### config.mk
export PLATFORM = sky130hd
export DESIGN_NAME = dali_forward_frame_transmitter
export DESIGN_NICKNAME = d
export VERILOG_FILES = /design/src/hw/rtl/dft_pkg.sv /design/src/hw/rtl/dft_in_stage.sv /design/src/hw/rtl/dft_tx_core.sv /design/src/hw/rtl/dali_forward_frame_transmitter.sv
export SDC_FILE = /design/constraint.sdc
export NUM_CORES = 1
export LEC_CHECK = 0
export ABC_AREA = 1
export BUFFER_PORTS_ARGS = -buffer_cell sky130_fd_sc_hd__buf_2
export CAP_MARGIN = 0
export CELL_PAD_IN_SITES_DETAIL_PLACEMENT = 1
export CELL_PAD_IN_SITES_GLOBAL_PLACEMENT = 1
export CORE_ASPECT_RATIO = 0.8
export CORE_MARGIN = 3
export CORE_UTILIZATION = 40
export DETAILED_ROUTE_END_ITERATION = 16
export PLACE_DENSITY_LB_ADDON = 0.25
export SLEW_MARGIN = 40
export SYNTH_ARGS = -nofsm -noshare
export SYNTH_HDL_FRONTEND = slang
export SYNTH_HIERARCHICAL = 1
export SYNTH_SLANG_ARGS = --single-unit
### constraint.sdc
create_clock -name clk -period 2.48 [get_ports clk]
set_input_delay 0.496 -clock clk [delete_from_list [all_inputs] [get_ports clk]]
set_output_delay 0.496 -clock clk [all_outputs]
set_load 0.02 [all_outputs]
### src/hw/rtl/dft_pkg.sv
// Shared types and constants for the DALI forward frame transmitter.
package dft_pkg;

  // Width of the command field as it arrives on the input channel.
  localparam int unsigned CMD_W = 16;

  // Default number of data bits in one forward frame.
  localparam int unsigned DATA_BITS_DEFAULT = 16;

  // Number of stop ticks after the last data half-bit.
  localparam int unsigned STOP_TICKS = 5;

  // Item kinds on the input channel.
  localparam logic KIND_LOAD = 1'b0;
  localparam logic KIND_TICK = 1'b1;

  typedef struct packed {
    logic             kind;
    logic [CMD_W-1:0] command;
  } in_t;

  typedef struct packed {
    logic line_level;
    logic busy_res;
    logic frame_done;
  } out_t;

endpackage

### src/hw/rtl/dft_in_stage.sv
// Input register stage of the DALI forward frame transmitter.
module dft_in_stage (
  input  logic          clk,
  input  logic          rst_n,
  input  logic          in_valid,
  output logic          in_ready,
  input  dft_pkg::in_t  in_payload,
  output logic          item_valid,
  output dft_pkg::in_t  item,
  input  logic          item_take
);

  logic         valid_r;
  logic         valid_nxt;
  dft_pkg::in_t data_r;

  // The stage is free when empty or when its item moves on this cycle.
  assign in_ready   = !valid_r || item_take;
  assign valid_nxt  = (in_valid && in_ready) || (valid_r && !item_take);
  assign item_valid = valid_r;
  assign item       = data_r;

  always_ff @(posedge clk) begin
    if (!rst_n) begin
      valid_r <= 1'b0;
    end else begin
      valid_r <= valid_nxt;
    end
  end

  always_ff @(posedge clk) begin
    if (in_valid && in_ready) begin
      data_r <= in_payload;
    end
  end

endmodule

### src/hw/rtl/dft_tx_core.sv
// Frame state, Manchester encoder and result register of the transmitter.
module dft_tx_core #(
  parameter int unsigned DATA_BITS = dft_pkg::DATA_BITS_DEFAULT
) (
  input  logic          clk,
  input  logic          rst_n,
  input  logic          cfg_wr_en,
  input  logic          cfg_wr_data,
  input  logic          item_valid,
  input  dft_pkg::in_t  item,
  output logic          item_take,
  output logic          out_valid,
  input  logic          out_ready,
  output dft_pkg::out_t out_payload
);

  localparam int unsigned ENC_W = 2 * DATA_BITS;
  localparam int unsigned CNT_W = $clog2(ENC_W);

  typedef enum logic [1:0] {
    PH_START,
    PH_DATA,
    PH_STOP
  } phase_t;

  phase_t             phase_r;
  phase_t             phase_nxt;
  logic [CNT_W-1:0]   count_r;
  logic [CNT_W-1:0]   count_nxt;
  logic [ENC_W-1:0]   enc_r;
  logic [ENC_W-1:0]   enc_nxt;
  logic [ENC_W-1:0]   enc_cmd;
  logic               running_r;
  logic               running_nxt;
  logic               line_r;
  logic               line_nxt;
  logic               done_nxt;
  logic               idle_level_r;
  logic               out_valid_r;
  dft_pkg::out_t      out_r;

  // Each of the first DATA_BITS command bits becomes a pair of half-bits; data bits beyond
  // the command field count as zeros.
  for (genvar i = 0; i < DATA_BITS; i++) begin : g_enc
    if (i < dft_pkg::CMD_W) begin : g_cmd
      assign enc_cmd[2*i]   = item.command[i];
      assign enc_cmd[2*i+1] = ~item.command[i];
    end else begin : g_zero
      assign enc_cmd[2*i]   = 1'b0;
      assign enc_cmd[2*i+1] = 1'b1;
    end
  end

  assign item_take = item_valid && (!out_valid_r || out_ready);

  always_comb begin
    phase_nxt   = phase_r;
    count_nxt   = count_r;
    enc_nxt     = enc_r;
    running_nxt = running_r;
    line_nxt    = line_r;
    done_nxt    = 1'b0;
    if (item.kind == dft_pkg::KIND_LOAD) begin
      enc_nxt = enc_cmd;
      if (!running_r) begin
        running_nxt = 1'b1;
        phase_nxt   = PH_START;
        count_nxt   = '0;
      end
    end else if (!running_r) begin
      line_nxt = idle_level_r;
    end else begin
      case (phase_r)
        PH_START: begin
          if (count_r == '0) begin
            line_nxt  = 1'b1;
            count_nxt = CNT_W'(1);
          end else begin
            line_nxt  = 1'b0;
            phase_nxt = PH_DATA;
            count_nxt = CNT_W'(ENC_W - 1);
          end
        end
        PH_DATA: begin
          line_nxt = enc_r[count_r];
          if (count_r == '0) begin
            phase_nxt = PH_STOP;
          end else begin
            count_nxt = count_r - CNT_W'(1);
          end
        end
        default: begin
          line_nxt = idle_level_r;
          if (count_r >= CNT_W'(dft_pkg::STOP_TICKS - 1)) begin
            running_nxt = 1'b0;
            phase_nxt   = PH_START;
            count_nxt   = '0;
            done_nxt    = 1'b1;
          end else begin
            count_nxt = count_r + CNT_W'(1);
          end
        end
      endcase
    end
  end

  always_ff @(posedge clk) begin
    if (!rst_n) begin
      phase_r      <= PH_START;
      count_r      <= '0;
      enc_r        <= '0;
      running_r    <= 1'b0;
      line_r       <= 1'b0;
      idle_level_r <= 1'b0;
      out_valid_r  <= 1'b0;
    end else begin
      if (cfg_wr_en) begin
        idle_level_r <= cfg_wr_data;
      end
      if (item_take) begin
        phase_r   <= phase_nxt;
        count_r   <= count_nxt;
        enc_r     <= enc_nxt;
        running_r <= running_nxt;
        line_r    <= line_nxt;
        out_valid_r <= 1'b1;
      end else if (out_ready) begin
        out_valid_r <= 1'b0;
      end
    end
  end

  always_ff @(posedge clk) begin
    if (item_take) begin
      out_r.line_level <= line_nxt;
      out_r.busy_res   <= running_nxt;
      out_r.frame_done <= done_nxt;
    end
  end

  assign out_valid   = out_valid_r;
  assign out_payload = out_r;

endmodule

### src/hw/rtl/dali_forward_frame_transmitter.sv
// Top level of the DALI forward frame transmitter.
//
//   Channel  Direction  Handshake             Payload
//   in_      input      in_valid / in_ready   dft_pkg::in_t  (kind, command)
//   out_     output     out_valid / out_ready dft_pkg::out_t (line_level, busy_res,
//                                                              frame_done)
//   cfg_     input      cfg_wr_en             cfg_wr_data    (idle_level)
//
// A transaction accepted into the input register passes through the frame logic into the
// result register once the result register is free or its result is being taken, and
// its result is then shown on out_valid / out_payload until it is taken.
// One transaction is accepted per cycle while results are taken.
// The reset is synchronous and active low; it empties both registers, puts the
// frame back to the start bit phase and sets the idle level to low.
// When out_ready is held low the result stays in the result register, the
// next transaction waits in the input register and in_ready falls after that.
module dali_forward_frame_transmitter #(
  parameter int unsigned DATA_BITS = dft_pkg::DATA_BITS_DEFAULT
) (
  input  logic          clk,
  input  logic          rst_n,
  input  logic          cfg_wr_en,
  input  logic          cfg_wr_data,
  input  logic          in_valid,
  output logic          in_ready,
  input  dft_pkg::in_t  in_payload,
  output logic          out_valid,
  input  logic          out_ready,
  output dft_pkg::out_t out_payload
);

  // Transaction held in the input register, offered to the frame logic.
  logic         item_valid;
  logic         item_take;
  dft_pkg::in_t item;

  // The input register decouples the input handshake from the result side,
  // so a new transaction can enter while the previous result still waits.
  dft_in_stage u_in_stage (
    .clk        (clk),
    .rst_n      (rst_n),
    .in_valid   (in_valid),
    .in_ready   (in_ready),
    .in_payload (in_payload),
    .item_valid (item_valid),
    .item       (item),
    .item_take  (item_take)
  );

  // The frame logic updates the frame state exactly once per transaction,
  // at the moment that transaction moves into the result register, so the
  // order of results always follows the order of transactions.
  dft_tx_core #(
    .DATA_BITS (DATA_BITS)
  ) u_tx_core (
    .clk         (clk),
    .rst_n       (rst_n),
    .cfg_wr_en   (cfg_wr_en),
    .cfg_wr_data (cfg_wr_data),
    .item_valid  (item_valid),
    .item        (item),
    .item_take   (item_take),
    .out_valid   (out_valid),
    .out_ready   (out_ready),
    .out_payload (out_payload)
  );

endmodule

# Yosys cells after proc, flatten, opt, wreduce, memory -nomap -nowiden
# Cells that the tools add are included.
# word_totals
register_bits	64
latch_bits	0
ram_bits	0
rom_bits	0
in_bits	23
n_memories	0
# op_classes
addsub	2
n_mul	0
div_mod_pow	0
n_lt_le_gt_ge	2
n_eq_ne	7
n_shift	0
n_mux	27
bitwise	18
reduce_logical	17
# op_table
cell	n
two-way mux 5 bit	6
NOT 1 bit	18
two-way mux 2 bit	6
two-way mux 1 bit	11
one-hot mux 5 bit (2 select lines)	1
!= test 3 bit, second input constant	3
less-than comparator 5 x 6 -> 1 bit, second input constant	1
AND reduction 6 bit	1
adder 5 x 1 -> 5 bit, second input constant	1
binary-select mux 1 bit (select 5 bit)	1
>= comparator 5 x 3 -> 1 bit, second input constant	1
logical NOT 5 bit	1
subtractor 5 x 1 -> 5 bit, second input constant	1
!= test 4 bit, second input constant	1
one-hot mux 2 bit (2 select lines)	1
AND reduction 4 bit	1
OR reduction 4 bit	1
logical AND 1 bit	3
logical NOT 1 bit	3
logical OR 1 bit	3
== test 2 x 1 -> 1 bit, second input constant	1
logical NOT 2 bit	1
!= test 2 x 1 -> 1 bit, second input constant	1
!= test 2 bit, second input constant	1
other kinds (4)	4

# Logic depth before layout (Yosys ltp)
# Gate-level depths: netlist of the first run.
# depth
depth_word	6
depth_mapped	14

# Cells and area by module
# The synthesis of the first run kept the hierarchy.
# by_module_without_submodules
mod	n_inst	cells_per_inst	area_each_um2
dft_tx_core	1	317	2172.1
dft_in_stage	1	24	561.8

# Worst setup path before layout of the first run
# No wires, ideal clock.
# synth_timing
kind	input port to flip-flop
from	input port out_ready
to	register u_in_stage.data_r, in the netlist u_in_stage/item[0], enable pin
arrival_time_ns	1.809
setup_slack_ns	0.274
cell_stages	6
n_path_buf	0
cell_sequence	inv_1 nand2_1 nand2_1 inv_1 inv_2 a21oi_1
# synth_between
elab_chain_cells	4
# synth_rtl
element	line_no	text
start, declared	dali_forward_frame_transmitter.sv:28	input logic out_ready,
logical OR 1 bit	dft_tx_core.sv:54	assign item_take = item_valid && (!out_valid_r || out_ready);
logical AND 1 bit	dft_tx_core.sv:54	
named net item_take	dali_forward_frame_transmitter.sv:34	logic item_take;
logical OR 1 bit	dft_in_stage.sv:18	assign in_ready = !valid_r || item_take;
logical AND 1 bit	dft_in_stage.sv:32	if (in_valid && in_ready) begin
end signal, assigned	dft_in_stage.sv:33	data_r <= in_payload;
end, declared	dft_in_stage.sv:15	dft_pkg::in_t data_r;
# The timed path passes the listed nets, and every way through them passes these cells.
# A chain may end at the register's enable or synchronous reset.

# Worst setup path after layout of the first run
# layout_timing
from	register u_in_stage.valid_r (netlist: u_in_stage/item_valid)
to	output port in_ready
# layout_between
elab_chain_cells	2
# layout_rtl
element	line_no	text
start, declared	dft_in_stage.sv:13	logic valid_r;
start signal, assigned	dft_in_stage.sv:27	valid_r <= valid_nxt;
logical AND 1 bit	dft_tx_core.sv:54	
named net item_take	dali_forward_frame_transmitter.sv:34	
logical OR 1 bit	dft_in_stage.sv:18	
end, declared	dali_forward_frame_transmitter.sv:25	output logic in_ready,
# The timed path passes the listed nets, and every way through them passes these cells.

==> results.md, run 1 <==
* Slew Viols, Final at 0
* Max Clock Skew at 0.00994 ns
* CP endpoint kind: output port
* Row cnt at 26
* Max Freq at 525 MHz
* Clock sink count at 64
* Leakage at 1.23 nW
* Asr flop ratio synth at 0
* Final min period at 1.91 ns
* GRT Total Usage at 0.174
* Final Non-Filler Cells at 459
* Met2 Routed Length at 2800 µm
* Final hold violations at 0
* Setup Fix Bufs, Post-CTS at 0
* Post-Synthesis Cell Area at 2730 µm²
* # placed instances at 443
* Drt total wl at 6220 µm
* Cts hold-fix bufs at 0
* Unrepaired setup endpoints after global routing: no
* CTS Buffer Depth at 2
* Crit path arrival time at 1.41 ns
* Global placement routability congestion at 0.816
* I/O pin cnt at 28
* Initial drt markers at 121
* Htree depth at 3
* Clock slew at reported path FFs at 0.07 ns
* Outcome: complete, no violations
* Worst reg2reg setup slack at 0.65 ns
* Worst-margin pin slew at 0.524 ns
* Worst hold path class: in2reg
* Gate Count Post-Synth at 341
* Fin crit share at 0.769
* Antenna Diode Count at 0
* Vias/cell at 4.95
* Library cells used by synthesis at 29
* Worst path cell trace: nand2_1, inv_1, inv_2, nand2_2, buf_2
* Drt drc at 0
* Via total after detailed routing at 2270
* Pre-CTS setup slack at 0.630 ns
* Fin worst setup slack at 0.574 ns
* Setup-failing EPs final at 0
* Die area at 7870 µm²
* Critical path required time at 1.98 ns
* Worst-Skew Late Latency at 0.34 ns
* DP HPWL at 4410 µm
* Crit-path slowest cell: dfxtp_1
* Buf+Inv Stages, Crit Path at 3
* Input/output buffers at 27
* Mapped Nets at 366
* CP peak stage delay at 0.37 ns
* CTS tree: built
* Fin nets at 395
* Antenna-violating nets left at 0
* Highest metal used: met4
* Register area share after synthesis at 0.542
* Die width at 98.4 µm
* Critical path peak fanout at 6
* CP delay by family, top: buffers and inverters
* Setup_tns at 0 ns
* Syn-to-layout area delta at 13.2%
* TritonCTS Buffers at 9
* Total grt overflow at 0
* Largest net degree at the start of global routing at 31
* Worst setup SP type: flop
* Crit path kind: reg2out
* Starting Density at 0.420
* Die Span Y at 79.9 µm
* Synth area leaders: dfxtp_1 (32%), edfxtp_1 (22%), nand2_1 (14%)
* First-pass GRT wire length at 10700 µm
* Max IR drop VDD at 0.423 mV
* Core Region at 6510 µm²
* Layout cells sized above 1 at 0.155
* Top cell type's share of synthesized area at 0.322
* Post-synth EDFFs at 20
* Post-CTS Resized at 0
* Post-Synthesis Mean Instance Area at 8.02 µm²
* Predominant post-synthesis flop cell: dfxtp_1
* Slew headroom at 0.650
* Wire length on met3 at 277 µm
* Total of warnings raised by yosys at 6
* Vias in the first global route at 2251
* Synthesis-stage register bit count at 64
* Synth area leader: dfxtp_1
* Power Dens Cells at 684 nW/µm²
* Metal-1 WL at 3070 µm
* Maximum capacitance violations at 0
* Routed len/inst at 13.6 µm
* Initial antenna violation count at 0
* Root buf cell: clkbuf_8
* Detailed Routing Iterations Pass 1 at 4
==> power by group <==
part	internal, W	switching, W
registers	0.00114	0.0000251
logic	0.0000702	0.000139
clock network	0.000352	0.000389
total	0.00156	0.000553
==> cell usage in the layout, fill, tap and decap left out <==
master      netlist  layout
nor2_2            3       3
a21oi_2           1       1
buf_4             2       4
clkbuf_1          2       2
nor4_2            1       1
a21oi_1          47      47
o21ai_2           1       1
nor3_2            1       1
a211oi_1          1       1
o21ai_0           7       7
buf_2             7      27
nand2_2           1       1
ha_1              2       2
clkinv_1          1       3
nor3_1            2       2
nor3_4            1       1
xor2_1            1       1
inv_1            33      33
clkinv_2          0       2
inv_2             6       6
dfxtp_1          44      44
clkinvlp_4        0       1
nand3_1          22      22
edfxtp_1         20      20
o211ai_1          2       2
clkbuf_8          0       9
nor2_1           24      24
nand2_1         101     101
nand4_1           2       2
o21ai_1           2       2
o2111ai_1         2       2
==> worst paths after layout <==
check / start / endpoint / cells after the start
max: u_in_stage/item_valid / in_ready / 5
min: in_payload[8] / u_in_stage/item[8] / 1
max reg2reg: u_tx_core/count_r[0] / u_tx_core/phase_r[1] / 12
min reg2reg: u_in_stage/item[2] / u_tx_core/enc_r[5] / 1
==> cell type report <==
type                            count  area (µm²)
Fill cell                         816        3410
Clock buffer                       11         131
Sequential cell                    64        1480
Inverter                           40         150
Multi-Input combinational cell    224        1040
Timing Repair Buffer               31         165
Clock inverter                      5        25.0
Tap cell                           84         105
==> routing by layer <==
metal,track usage,vias to the layer above
met5,0,-
li1,-,1164
met2,0.270,35
met1,0.227,1066
met3,0.0559,5
met4,0.0655,0
==> registers in the layout, summed over array words and instances (netlist names) <==
signal / flops
u_tx_core/count_r: 5
u_tx_core/idle_level_r: 1
u_tx_core/enc_r: 32
u_in_stage/item_valid: 1
u_tx_core/running_r: 1
u_tx_core/phase_r: 2
u_tx_core/out_valid: 1
u_tx_core/out_payload: 3
u_in_stage/item: 17
u_tx_core/line_r: 1
==> cells by family after synthesis <==
| kind of cell | synth area share |
|---|---|
| flip-flops | 0.542 |
| AO/OA/AOI/OAI | 0.124 |
| AND/OR/NAND/NOR | 0.243 |
| adder cells (fa/ha/maj) | 0.00915 |
| XOR/XNOR | 0.00320 |
| buffers and inverters | 0.0787 |
==> through the flow <==
step / instance area [µm²] / total power [W] / hold WS [ns] / utilization
floorplan: 2730 / 0.00133 / 0.424 / -
global placement: 2940 / 0.00139 / 0.432 / 0.452
detailed placement: 2940 / 0.00140 / 0.443 / 0.452
CTS: 3100 / 0.00215 / 0.302 / 0.476
global route: 3100 / 0.00223 / 0.293 / 0.476
finish: 3100 / 0.00212 / 0.322 / 0.476
==> Yosys cell counts (2+ instances only) <==
cell type  number
nand2_1       101
a21oi_1        47
dfxtp_1        44
inv_1          33
nor2_1         24
nand3_1        22
edfxtp_1       20
buf_2           7
o21ai_0         7
inv_2           6
nor2_2          3
buf_1           2
buf_4           2
clkbuf_1        2
ha_1            2
nand4_1         2
nor3_1          2
o2111ai_1       2
o211ai_1        2
o21ai_1         2
No activity file was read; power rests on OpenSTA's default activity.
==> inputs of run 2 (changes only) <==
==> constraint.sdc (replaced) <==
create_clock -name clk -period 1.8 [get_ports clk]
set_input_delay 0.36 -clock clk [delete_from_list [all_inputs] [get_ports clk]]
set_output_delay 0.36 -clock clk [all_outputs]
set_load 0.02 [all_outputs]
==> results.md, run 2 (synthesized netlist as in run 1, its figures left out) <==
* Pre-CTS setup slack at 0.116 ns (was 0.630 ns)
* Clock sink count at 64 (unchanged)
* Initial antenna violation count at 0 (unchanged)
* Detailed Routing Iterations Pass 1 at 4 (unchanged)
* Routed len/inst at 14.9 µm (was 13.6 µm)
* Most common cell after layout, fill and taps aside: nand2_1 (unchanged)
* Core Region at 6510 µm² (unchanged)
* Worst path cell trace: inv_2, ha_2, nand2_1, nor2_4, nand3_2, o21ai_4, buf_6, nand2_1, a21oi_1 (was nand2_1, inv_1, inv_2, nand2_2, buf_2)
* Unrepaired setup endpoints after global routing: yes (was no)
* Crit path kind: reg2reg (was reg2out)
* Vias in the first global route at 2464 (was 2251)
* Clock slew at reported path FFs at 0.08 ns (was 0.07 ns)
* Critical path peak fanout at 6 (unchanged)
* Reg with most FFs: u_tx_core/enc_r (unchanged)
* Final hold violations at 0 (unchanged)
* Vias/cell at 5.01 (was 4.95)
* Starting Density at 0.420 (unchanged)
* Final min period at 1.70 ns
* Input/output buffers at 27 (unchanged)
* Htree depth at 3 (unchanged)
* Worst reg2reg setup slack at 0.10 ns (was 0.65 ns)
* Hold_sp: in_payload[3] (was in_payload[8])
* Most frequent CP cell: nand2_1
* Via total after detailed routing at 2365 (was 2270)
* CP peak stage delay at 0.34 ns (was 0.37 ns)
* Syn-to-layout area delta at 21.5% (was 13.2%)
* Final instance area at 3320 µm² (was 3100 µm²)
* WHS at 0.181 ns (was 0.322 ns)
* Maximum capacitance violations at 0 (unchanged)
* Initial drt markers at 83 (was 121)
* Root buf cell: clkbuf_8 (unchanged)
* Layout cells sized above 1 at 0.211 (was 0.155)
* Hold path endpoint: u_in_stage/item[3] (was u_in_stage/item[8])
* Cts hold-fix bufs at 0 (unchanged)
* Worst hold path class: in2reg (unchanged)
* Fin nets at 408 (was 395)
* Critical path required time at 2.07 ns (was 1.98 ns)
* Die width at 98.4 µm (unchanged)
* Antenna-violating nets left at 0 (unchanged)
* CP endpoint kind: flop (was output port)
* Slew headroom at 0.639 (was 0.650)
* Antenna Diode Count at 0 (unchanged)
* Total grt overflow at 0 (unchanged)
* Worst setup SP type: flop (unchanged)
* R2r endpoint: u_tx_core/count_r[4] (was u_tx_core/phase_r[1])
* GRT Total Usage at 0.187 (was 0.174)
* Slew Viols, Final at 0 (unchanged)
* Max Clock Skew at 0.0104 ns (was 0.00994 ns)
* Hold depth at 1 (unchanged)
* R2R depth at 9 (was 12)
* Commonest cells after routing, fill and taps aside: nand2_1 (98), a21oi_1 (46), dfxtp_1 (44), inv_1 (31), buf_2 (27) (was nand2_1 (101), a21oi_1 (47), dfxtp_1 (44), inv_1 (33), buf_2 (27))
* Power Dens Cells at 1000 nW/µm² (was 684 nW/µm²)
* Row cnt at 26 (unchanged)
* Global placement routability congestion at 0.827 (was 0.816)
* Final Util at 0.510 (was 0.476)
* DP HPWL at 4710 µm (was 4410 µm)
* Placed inst area at 3020 µm² (was 2940 µm²)
* Die Span Y at 79.9 µm (unchanged)
* I/O pin cnt at 28 (unchanged)
* Outcome: complete, no violations (unchanged)
* Max Freq at 590 MHz
* Pwr Total at 0.00333 W (was 0.00212 W)
* FF-to-FF Start: u_tx_core/count_r[0] (unchanged)
* Crit path arrival time at 1.96 ns (was 1.41 ns)
* Worst-margin pin slew at 0.540 ns (was 0.524 ns)
* CTS Buffer Depth at 2 (unchanged)
* TritonCTS Buffers at 9 (unchanged)
* Worst-Skew Late Latency at 0.35 ns (was 0.34 ns)
* Leakage at 1.33 nW (was 1.23 nW)
* CTS tree: built (unchanged)
* First-pass GRT wire length at 11500 µm (was 10700 µm)
* Max FFs per register at 32 (unchanged)
* Die area at 7870 µm² (unchanged)
* Drt total wl at 7030 µm (was 6220 µm)
* Largest net degree at the start of global routing at 29 (was 31)
* Buf+Inv Stages, Crit Path at 2 (was 3)
* Setup-failing EPs final at 0 (unchanged)
* Max IR drop VDD at 0.610 mV (was 0.423 mV)
* Drt drc at 0 (unchanged)
* Fin crit share at 0.942
* Fin worst setup slack at 0.105 ns (was 0.574 ns)
* CP delay by family, top: compound AO/OA/AOI/OAI gates (was buffers and inverters)
* Crit-path slowest cell: dfxtp_1 (unchanged)
[run 2: cell types whose count changed in the layout (fill, tap and decap cells not counted), sizes merged]
cell,previous run,this run
clkinv,5,3
buf,31,44
bufinv,0,2
[run 2: through the flow]
stage               std cells  TNS [ns]
floorplan                 341         0
global placement          452         0
detailed placement        452         0
CTS                       468         0
global route              472    -0.103
finish                    472         0
[run 2: how the worst max path moves through the flow]
stage	start	end	cells past startpoint
floorplan	u_tx_core/out_valid	u_in_stage/item[0]	5
global placement	u_tx_core/phase_r[1]	u_tx_core/count_r[3]	8
detailed placement	u_tx_core/count_r[0]	u_tx_core/phase_r[0]	12
CTS	u_tx_core/count_r[0]	u_tx_core/phase_r[1]	12
global route	u_tx_core/count_r[0]	u_tx_core/phase_r[1]	12
finish	u_tx_core/count_r[0]	u_tx_core/count_r[4]	9
[run 2: what timing repair did]
| item | in CTS | in global routing |
|---|---|---|
| gates resized for setup | 0 | 12 |
| endpoints found under the hold margin | 0 | 0 |
| setup endpoints to repair | 0 | 8 |
| buffers inserted | 0 | 4 |
[run 2: power by group]
group | switching, W | internal (W) | total [W]
clock network | 0.000559 | 0.000818 | 0.00138
registers | 0.0000339 | 0.00157 | 0.00161
logic | 0.000218 | 0.000130 | 0.000348
total | 0.000811 | 0.00252 | 0.00333
[run 2: metal layers]
layer | wire length, µm | global-route usage | share of wire
met5 | 0 | 0 | 0
met4 | 65 | 0.0614 | 0.0092
met1 | 3240 | 0.228 | 0.46
met2 | 3420 | 0.310 | 0.49
met3 | 297 | 0.0638 | 0.042
[run 2: final cells by class]
| type | instances | area, µm² |
|---|---|---|
| clock buffer | 11 | 141 |
| inverter | 40 | 150 |
| fill | 815 | 3190 |
| tap | 84 | 105 |
| timing repair buffer | 44 | 279 |
| clock inverter | 5 | 81.3 |
| multi-input combinational | 224 | 1080 |
| sequential | 64 | 1480 |
[run 2: worst reg2reg max path, stage by stage, from the launching register on]
cell,delay [ns]
dfxtp_1,0.34
inv_2,0.12
ha_2,0.20
nand2_1,0.09
nor2_4,0.13
nand3_2,0.11
o21ai_4,0.29
buf_6,0.15
nand2_1,0.06
a21oi_1,0.15
==> inputs of run 3 (changes only) <==
--- a/config.mk
+++ b/config.mk
@@ -5,13 +5,11 @@
 export SDC_FILE = /design/constraint.sdc
 export NUM_CORES = 1
 export LEC_CHECK = 0
-export ABC_AREA = 1
 export BUFFER_PORTS_ARGS = -buffer_cell sky130_fd_sc_hd__buf_2
 export CAP_MARGIN = 0
 export CELL_PAD_IN_SITES_DETAIL_PLACEMENT = 1
 export CELL_PAD_IN_SITES_GLOBAL_PLACEMENT = 1
 export CORE_ASPECT_RATIO = 0.8
-export CORE_MARGIN = 3
 export CORE_UTILIZATION = 40
 export DETAILED_ROUTE_END_ITERATION = 16
 export PLACE_DENSITY_LB_ADDON = 0.25
==> results.md, run 3 <==
* Fin nets at 366 (was 408)
* Unrepaired setup endpoints after global routing: yes (unchanged)
* Final instance area at 3640 µm² (was 3320 µm²)
* Post-synth EDFFs at 20 (unchanged)
* Register Area at 1490 µm² (was 1480 µm²)
* Area occupied by multi-input gates at 1400 µm² (was 1080 µm²)
* Placed inst area at 3340 µm² (was 3020 µm²)
* CTS tree: built (unchanged)
* Slew headroom at 0.693 (was 0.639)
* First-pass GRT wire length at 11900 µm (was 11500 µm)
* CP endpoint kind: flop (unchanged)
* Final min period at 1.76 ns (was 1.70 ns)
* Commonest cells post-synth: nand2_1 (62), dfxtp_1 (44), a21boi_0 (35) (was nand2_1 (101), a21oi_1 (47), dfxtp_1 (44))
* Max IR drop VDD at 0.585 mV (was 0.610 mV)
* Gate Count Post-Synth at 294 (was 341)
* GRT Total Usage at 0.201 (was 0.187)
* Input/output buffers at 27 (unchanged)
* Power Dens Cells at 921 nW/µm² (was 1000 nW/µm²)
* CTS Buffer Depth at 2 (unchanged)
* Worst-margin pin slew at 0.461 ns (was 0.540 ns)
* TritonCTS Buffers at 9 (unchanged)
* DP HPWL at 4950 µm (was 4710 µm)
* Drt total wl at 7280 µm (was 7030 µm)
* Fillcell total at 799 (was 815)
* Top cell type's share of synthesized area at 0.297 (was 0.322)
* Die Span Y at 79.0 µm (was 79.9 µm)
* Predominant post-synthesis flop cell: dfxtp_1 (unchanged)
* # placed instances at 414 (was 452)
* Crit path arrival time at 1.96 ns (about the same)
* Syn-to-layout area delta at 22.7% (was 21.5%)
* Layout cells sized above 1 at 0.286 (was 0.211)
* Root buf cell: clkbuf_8 (unchanged)
* Cts hold-fix bufs at 0 (unchanged)
* Outcome: complete, no violations (unchanged)
* Asr flop ratio synth at 0 (unchanged)
* Htree depth at 3 (unchanged)
* Max Freq at 568 MHz (was 590 MHz)
* Reg with most FFs: u_tx_core/enc_r (unchanged)
* Worst hold path class: in2reg (unchanged)
* Final Non-Filler Cells at 433 (was 472)
* Most common cell in the synthesized netlist: nand2_1 (unchanged)
* Commonest cells after routing, fill and taps aside: nand2_1 (62), dfxtp_1 (41), a21boi_0 (35), buf_2 (27), buf_4 (24) (was nand2_1 (98), a21oi_1 (46), dfxtp_1 (44), inv_1 (31), buf_2 (27))
* Synth area leaders: dfxtp_1 (30%), edfxtp_1 (20%), a21boi_0 (8.9%) (was dfxtp_1 (32%), edfxtp_1 (22%), nand2_1 (14%))
* Max FFs per register at 32 (unchanged)
* Slew Viols, Final at 0 (unchanged)
* Leakage at 1.32 nW (was 1.33 nW)
* Global placement routability congestion at 0.770 (was 0.827)
* Library cells used by synthesis at 46 (was 29)
* Vias in the first global route at 2358 (was 2464)
* Post-Synthesis Mean Instance Area at 10.1 µm² (was 8.02 µm²)
* Die area at 7760 µm² (was 7870 µm²)
* Routed len/inst at 16.8 µm (was 14.9 µm)
* Largest net degree at the start of global routing at 33 (was 29)
* Worst reg2reg setup slack at 0.04 ns (was 0.10 ns)
* Synth area leader: dfxtp_1 (unchanged)
* Via total after detailed routing at 2311 (was 2365)
* Worst setup SP type: flop (unchanged)
* Drt drc at 0 (unchanged)
* Vias/cell at 5.34 (was 5.01)
* Post-Synthesis Cell Area at 2960 µm² (was 2730 µm²)
* I/O pin cnt at 28 (unchanged)
* Total of warnings raised by yosys at 6 (unchanged)
* Clock slew at reported path FFs at 0.08 ns (about the same)
* Clock sink count at 64 (unchanged)
* Setup_tns at 0 ns (unchanged)
* Die width at 98.2 µm (was 98.4 µm)
* Critical path required time at 2.00 ns (was 2.07 ns)
* Detailed Routing Iterations Pass 1 at 4 (unchanged)
* Crit path kind: reg2reg (unchanged)
* Maximum capacitance violations at 0 (unchanged)
* Mapped Nets at 319 (was 366)
* Critical path peak fanout at 7 (was 6)
* Initial drt markers at 125 (was 83)
* Most common cell after layout, fill and taps aside: nand2_1 (unchanged)
* Antenna Diode Count at 0 (unchanged)
* Pwr Total at 0.00335 W (was 0.00333 W)
* Final hold violations at 0 (unchanged)
* Row cnt at 27 (was 26)
* Core Region at 7030 µm² (was 6510 µm²)
* Register area share after synthesis at 0.500 (was 0.542)
* Fin crit share at 0.978 (was 0.942)
* Setup-failing EPs final at 0 (unchanged)
* Max Clock Skew at 0.00967 ns (was 0.0104 ns)
* Antenna-violating nets left at 0 (unchanged)
* Initial antenna violation count at 0 (unchanged)
* Worst-Skew Late Latency at 0.35 ns (about the same)
* Total grt overflow at 0 (unchanged)
* Synthesis-stage register bit count at 64 (unchanged)
* Starting Density at 0.422 (was 0.420)
[run 3: through the flow]
stage                util  worst slack (ns)  hold slack [ns]
floorplan               -           0.00738            0.424
global placement    0.476           -0.0442            0.440
detailed placement  0.476            -0.157            0.447
CTS                 0.511           0.00528            0.162
global route        0.518           -0.0515            0.154
finish              0.518            0.0401            0.179
[run 3: worst max-delay path: stages (launching register included)]
cell,delay (ns)
dfxtp_4,0.39
buf_6,0.12
mux2i_1,0.10
mux4_2,0.48
a21oi_2,0.16
nand4_1,0.17
a41oi_2,0.19
[run 3: timing repair]
action / 4_1_cts / 5_1_grt
hold endpoints to repair: 0 / 0
endpoints found under the setup margin: 4 / 6
buffers inserted: 0 / 3
pin swaps: 1 / 3
gates resized for setup: 6 / 11
[run 3: cell type report]
cell class,instances,area share
clock buffer,10,0.0378
clock inverter,6,0.0251
inverter,6,0.00619
multi-input combinational,204,0.385
sequential,64,0.409
tap,87,0.0299
timing repair buffer,56,0.107
[run 3: path summary, 6_finish.rpt]
kind / from / to / cells past startpoint
worst max-delay path: u_tx_core/count_r[1] / u_tx_core/out_payload[2] / 6
worst min-delay path: in_payload[10] / u_in_stage/item[10] / 1
worst max register to register: u_tx_core/count_r[1] / u_tx_core/out_payload[2] / 6
worst min register to register: u_in_stage/item[15] / u_tx_core/enc_r[31] / 1
[run 3: kinds of logic after synthesis]
group,Yosys count,synth area share
AND/OR/NAND/NOR,119,0.195
flip-flops,64,0.500
AO/OA/AOI/OAI,63,0.157
buffers and inverters,26,0.0456
multiplexers,18,0.0886
XOR/XNOR,2,0.00591
adder cells (fa/ha/maj),2,0.00844
[run 3: layer usage]
metal  vias to the layer above  part of all wire  GRT usage
li1                       1133                 -          -
met3                         4             0.032     0.0581
met4                         0            0.0055     0.0582
met5                         -                 0          0
met1                      1143              0.49      0.253
met2                        31              0.47      0.339
[run 3: power by group]
part           switching (W)  internal, W
sequential         0.0000442      0.00156
clock               0.000600     0.000824
combinational       0.000173     0.000147
total               0.000817      0.00253
